==> src/hdl/quaternion_to_euler_defines.svh <==
// assertion helper macros for the quaternion to euler block
`ifndef QUATERNION_TO_EULER_DEFINES_SVH
`define QUATERNION_TO_EULER_DEFINES_SVH

// property that must hold on every edge outside reset
`define Q2E_ASSERT(label, prop, msg) \
  label: assert property (@(posedge clk) disable iff (rst) (prop)) else $error(msg);

// implication whose consequent is checked in the next cycle
`define Q2E_ASSERT_NEXT(label, ante, cons, msg) \
  label: assert property (@(posedge clk) disable iff (rst) (ante) |=> (cons)) else $error(msg);

`endif

==> src/hdl/q2e_pkg.sv <==
// ----------------------------------------------------------------------------
// q2e_pkg
// constants, cell payload type and helper functions for the converter
// ----------------------------------------------------------------------------
package q2e_pkg;

  localparam int CORDIC_STEPS_DEF = 16;
  localparam int ANGLE_WIDTH_DEF  = 16;
  localparam int TABLE_LEN        = 24;
  localparam int QW               = 16;
  // cordic datapath width: operands normalized to >= 2^40, growth < 2 bits
  localparam int DW               = 46;
  localparam int ZW               = 34;
  localparam int SQW              = 58;

  localparam logic signed [ZW-1:0] HALF_PI_Q30 = 34'sd1686629713;
  localparam logic signed [ZW-1:0] PI_Q30      = 34'sd3373259426;
  localparam logic signed [DW-1:0] ONE_Q28     = 46'sd268435456;

  // vectoring cordic payload handed from cell to cell
  typedef struct packed {
    logic signed [DW-1:0] x;
    logic signed [DW-1:0] y;
    logic signed [ZW-1:0] z;
  } cordic_t;

  function automatic logic signed [ZW-1:0] atan_q30(input int i);
    logic signed [ZW-1:0] r;
    begin
      case (i)
        0: r = 34'sd843314857;
        1: r = 34'sd497837830;
        2: r = 34'sd263043837;
        3: r = 34'sd133525159;
        4: r = 34'sd67021687;
        5: r = 34'sd33543516;
        6: r = 34'sd16775851;
        7: r = 34'sd8388437;
        8: r = 34'sd4194283;
        9: r = 34'sd2097149;
        default: r = ZW'(64'sd1 <<< (30 - i));
      endcase
      return r;
    end
  endfunction

endpackage

==> src/hdl/q2e_sqrt_cell.sv <==
// ----------------------------------------------------------------------------
// q2e_sqrt_cell
// one registered restoring square root step, two radicand bits per cell
// ----------------------------------------------------------------------------
module q2e_sqrt_cell #(
  parameter int STEP = 0
) (
  input  logic                      clk,
  input  logic                      en,
  input  logic [q2e_pkg::SQW-1:0]   rem_in,
  input  logic [q2e_pkg::SQW-1:0]   res_in,
  output logic [q2e_pkg::SQW-1:0]   rem_out,
  output logic [q2e_pkg::SQW-1:0]   res_out
);
  localparam logic [q2e_pkg::SQW-1:0] BIT = q2e_pkg::SQW'(1) << (56 - 2 * STEP);
  logic [q2e_pkg::SQW-1:0] trial;

  always_comb trial = res_in + BIT;

  always_ff @(posedge clk) begin
    if (en) begin
      if (rem_in >= trial) begin
        rem_out <= rem_in - trial;
        res_out <= (res_in >> 1) + BIT;
      end else begin
        rem_out <= rem_in;
        res_out <= res_in >> 1;
      end
    end
  end
endmodule

==> config.mk <==
export PLATFORM = sky130hd
export DESIGN_NAME = q2e_sqrt_cell
export DESIGN_NICKNAME = d
export VERILOG_FILES = /design/src/hdl/quaternion_to_euler_defines.svh /design/src/hdl/q2e_pkg.sv /design/src/hdl/q2e_sqrt_cell.sv
export SDC_FILE = /design/constraint.sdc
export NUM_CORES = 1
export LEC_CHECK = 0
export BUFFER_PORTS_ARGS = -buffer_cell sky130_fd_sc_hd__buf_2
export CAP_MARGIN = 15
export CORE_AREA = 2 2 120 180
export CTS_BUF_LIST = sky130_fd_sc_hd__clkbuf_16
export DETAILED_ROUTE_END_ITERATION = 7
export DIE_AREA = 0 0 122 182
export GPL_ROUTABILITY_DRIVEN = 0
export PLACE_DENSITY = 0.65
export SLEW_MARGIN = 20
export SYNTH_ARGS = -nofsm -noshare
export SYNTH_HDL_FRONTEND = slang
export SYNTH_SLANG_ARGS = --single-unit
==> constraint.sdc <==
create_clock -name clk -period 7.15 [get_ports clk]
set_input_delay 1.43 -clock clk [delete_from_list [all_inputs] [get_ports clk]]
set_output_delay 1.43 -clock clk [all_outputs]
set_load 0.01 [all_outputs]
Yosys cells after proc, flatten, opt, wreduce, memory -nomap -nowiden:

Index checks and enable logic that the tools add are counted.

* $add $sub $neg: 3
* order comparisons: 1
* mux-type cells: 2

Operators with widths (count)
* adder 57 x 57 -> 58 bit, second input constant: 1
* adder 58 x 57 -> 58 bit, second input constant: 1
* greater-or-equal comparator 58 bit: 1
* 2-to-1 mux 58 bit: 1
* subtractor 58 bit: 1
* 2-to-1 mux 57 bit: 1

* bits in registers: 116
* bits of input ports: 118
* output and inout port bits: 116
* logic and storage cells: 9

Logic depth before layout (Yosys ltp):

* depth in word-level cells: 3
* depth in mapped cells: 15
* mapped depth without buffers: 14

Worst setup path before layout:

Ideal clock, no wire load.

* path kind: input to register
* start: in rem_in[0] (netlist name)
* end: reg rem_out[46] (netlist name), data pin
* library setup time: 0.262 ns
* data arrival time: 4.260 ns
* data required time: 6.888 ns
* setup slack: 2.627 ns
* stages on the path: 15
* path buffers: 1
* path through: inv_1 > ha_1 > inv_1 > fa_1 > a21o_1 > a221oi_2 > or3_1 > a211o_2 > a211oi_2 > o21ai_1 > nand2_1 > a31o_4 > a31oi_4 > buf_6 > mux2_1

* longest elaborated chain between the ends: 2
* elaborated cells on any way between the ends: 3
* those cells by class: add/sub (1); order compare (1); mux (1)

Ends and longest elaborated chain
* start, declared: line q2e_sqrt_cell.sv:10 `input logic [q2e_pkg::SQW-1:0] rem_in,`
* subtractor 58 bit / greater-or-equal comparator 58 bit (equally long branches): line q2e_sqrt_cell.sv:23, q2e_sqrt_cell.sv:22
* 2-to-1 mux 58 bit *: line q2e_sqrt_cell.sv:22 `if (rem_in >= trial) begin`
* end signal, assigned: line q2e_sqrt_cell.sv:23 `rem_out <= rem_in - trial;`
* end signal, assigned: line q2e_sqrt_cell.sv:26 `rem_out <= rem_in;`
* end, declared: line q2e_sqrt_cell.sv:12 `output logic [q2e_pkg::SQW-1:0] rem_out,`

Every way passes the cells marked *; elsewhere a longest branch is shown, timed or not.
A chain may end at the register's enable or synchronous reset.

Worst setup path after layout:

Same ends and word-level chain as after synthesis.

==> impl_metrics.py <==
metrics = {
    "run_status": {
        "status": "finished clean",
    },
    "logic_synthesis": {
        "syn_inst": 760,
        "synth_edf_count": 116,
        "synth_ff_type": "edfxtp_1",
        "netlist_area_um2": 8110,
        "syn_area_per_cell_um2": 10.7,
        "yosys.cell_types.count": 62,
        "synthArstFlopShare": 0,
        "synth_nets": 937,
        "synth.top_cell.area_share": 0.429,
        "yosysSeqAreaShare": 0.429,
        "synth_seq_cells": 116,
        "yosysWarnings": 0,
        "synthTopCellsByArea": "edfxtp_1 (43%), mux2_4 (10%), ha_1 (8.9%)",
        "synth_largest_area_cell": "edfxtp_1",
    },
    "grt": {
        "top_usage_layer": "met2",
        "grt_antenna_before_repair": 2,
        "grt_use_met1": 0.199,
        "grt_use_total": 0.198,
        "grt_pass1_wl_um": 33300,
        "grt_pass1_vias": 6541,
        "grt-ovfl-total": 0,
        "grt_max_degree": 62,
        "use_met3": 0.0484,
        "grtUsageMet2": 0.376,
    },
    "setup_path": {
        "crit_fanout": 39,
        "setup.worst_path.start": "rem_in[0]",
        "critPathLaunchType": "input port",
        "cpPeakStageDelay_ps": 640,
        "cpMostUsedCell": "inv_1",
        "cpMaxStageDelayCell": "buf_4",
        "critPathCaptureType": "flop",
        "cp_top_family": "compound AO/OA/AOI/OAI gates",
        "critPathKind": "in -> reg",
        "crit_buf_inv": 4,
        "crit_chain": "buf_2, inv_1, ha_1, inv_1, fa_1, a21o_1, a221oi_2, or3_1, a211o_2, a211oi_2, o21ai_1, nand2_1, a31o_4, a31oi_4, buf_4, mux2_1",
        "required_ps": 7340,
        "worstPathArrival_ps": 5100,
    },
    "route": {
        "route.final.wire_length_um": 22000,
        "wl_per_cell_um": 17.4,
        "drc_errors": 0,
        "viasPerCell": 5.23,
        "ant_nets": 0,
        "first_pass_iters": 5,
        "vias": 6594,
        "drtIter0Drc": 378,
    },
    "timing": {
        "tightestPinTransition_ps": 912,
        "finalSetupViolations": 0,
        "fin_crit_ps": 4910,
        "fin_tns_setup_ps": 0,
        "grt_setup_unrepaired": "no",
        "slew_headroom": 0.388,
        "slew_violations": 0,
        "fin_crit_sh": 0.687,
        "hold_viol_final": 0,
        "fmax_ghz": 0.204,
    },
    "worst_hold_path": {
        "min-delay-path-class": "in -> reg",
        "min_from": "res_in[3]",
    },
    "clock_tree": {
        "cts_buffers": 17,
        "cts-root-buf": "clkbuf_16",
        "cts_tree": "yes",
        "htreeDepth": 4,
        "ctsLongestPathBuffers": 2,
        "numClockSinks": 116,
        "clk_pin_slew_ps": 60,
        "cts_resized": 0,
        "cts_setup_buffers": 0,
        "ctsHoldBuffers": 0,
    },
    "finish": {
        "drive_gt1_frac": 0.329,
        "fin_util": 0.483,
        "syn2layout_area_growth_pct": 23.5,
        "stdcell_count": 1262,
        "stdcell_area_um2": 10000,
        "fin_nets": 1158,
        "nFillCells": 1951,
    },
    "power": {
        "p_seq_frac": 0.367,
        "p_clk_frac": 0.342,
        "intPower_uw": 1670,
        "ir_worst_vdd_v": 0.000126,
        "p_sw_frac": 0.296,
        "power_density_nw_per_um2": 237,
        "p_leak_uw": 0.00461,
        "finalPower_uw": 2370,
        "pwr-share-comb": 0.291,
        "p_sw_uw": 701,
    },
    "die": {
        "dieWidth_um": 122,
        "die_y_um": 182,
        "pin_count": 234,
        "coreArea_um2": 20700,
        "rows": 65,
        "start_util": 0.391,
        "die-area_um2": 22200,
    },
    "run": {
        "maxCapViolCount": 0,
    },
    "place": {
        "dp.cells": 1230,
        "portBuffers": 233,
        "place_area_um2": 9460,
        "hpwl_um": 17400,
    },
}
==> synth_stat cells (all sizes together), types with 2 or more instances <==
master / n
nand4: 20
a211oi: 5
nor3: 14
o22ai: 2
a31oi: 9
a21o: 28
and3: 6
a221o: 2
buf: 8
a21boi: 3
mux2i: 3
o21bai: 12
and2: 4
ha: 58
a31o: 3
a21oi: 74
o31ai: 3
and4: 2
a211o: 2
mux2: 55
o21ai: 40
o21a: 3
nor2: 29
a221oi: 2
a41oi: 2
xnor2: 34
nor2b: 9
and4b: 2
or3: 4
nand2: 49
xor2: 22
edfxtp: 116
nand3: 16
inv: 71
o211ai: 3
clkbuf: 27
or2: 2
==> power groups by stage <==
| stage | Clock [uW] | Combinational [uW] | Sequential, uW |
|---|---|---|---|
| 2_1_floorplan | 0 | 420 | 931 |
| 3_3_place_gp | 0 | 684 | 881 |
| 3_5_place_dp | 0 | 691 | 883 |
| 4_1_cts | 824 | 694 | 870 |
| 5_1_grt | 848 | 753 | 876 |
| 6_report | 811 | 689 | 869 |
==> logic make-up after synthesis <==
group / after synthesis / share of synthesized area
AO/OA/AOI/OAI: 202 / 0.158
AND/OR/NAND/NOR: 163 / 0.0995
adder cells (fa/ha/maj): 59 / 0.0919
multiplexers: 58 / 0.105
buffers and inverters: 106 / 0.0551
flip-flops: 116 / 0.429
XOR/XNOR: 56 / 0.0605
==> through the flow <==
step,setup WS [ps],hold slack (ps)
2_1_floorplan,2630,1530
3_3_place_gp,1810,1620
3_5_place_dp,1760,1620
4_1_cts,2200,1160
5_1_grt,1970,1170
6_report,2240,1180
==> final cells by class <==
type | count | area (um2) | share of cell area
multi-input combinational | 538 | 4180 | 0.417
sequential | 116 | 3480 | 0.348
timing repair buffer | 237 | 1200 | 0.120
inverter | 71 | 267 | 0.0266
antenna | 2 | 5.00 | 0.000500
tap | 268 | 335 | 0.0335
clock buffer | 17 | 425 | 0.0425
clock inverter | 13 | 121 | 0.0121
==> registers in the layout, indices dropped and copies added (netlist names) <==
signal,flops
rem_out,58
res_out,58
==> cell usage in the layout, fill, tap and decap left out, drive strengths merged, types with 6 or more instances in the layout <==
cell / n
edfxtp: 116
buf: 237
clkbuf: 17
ha: 58
a21o: 28
nor2b: 9
a31oi: 9
a21oi: 74
clkinv: 6
nand4: 20
o21ai: 40
xnor2: 34
inv: 73
and3: 6
o21bai: 12
nand2: 49
xor2: 22
nor2: 29
mux2: 55
nand3: 16
nor3: 14
==> metal layers <==
layer  share of wire  up-vias
met5         0.00036        -
met4           0.032        2
met3           0.055       45
met2            0.55      218
met1            0.36     3086
li1                -     3243
==> path summary, 6_finish.rpt <==
path                     to  slack (ps)  cells past startpoint
max   rem_out[46]$_DFFE_PP_        2240                     16
min    res_out[2]$_DFFE_PP_        1180                      1
No activity file was read; power rests on OpenSTA's default activity.
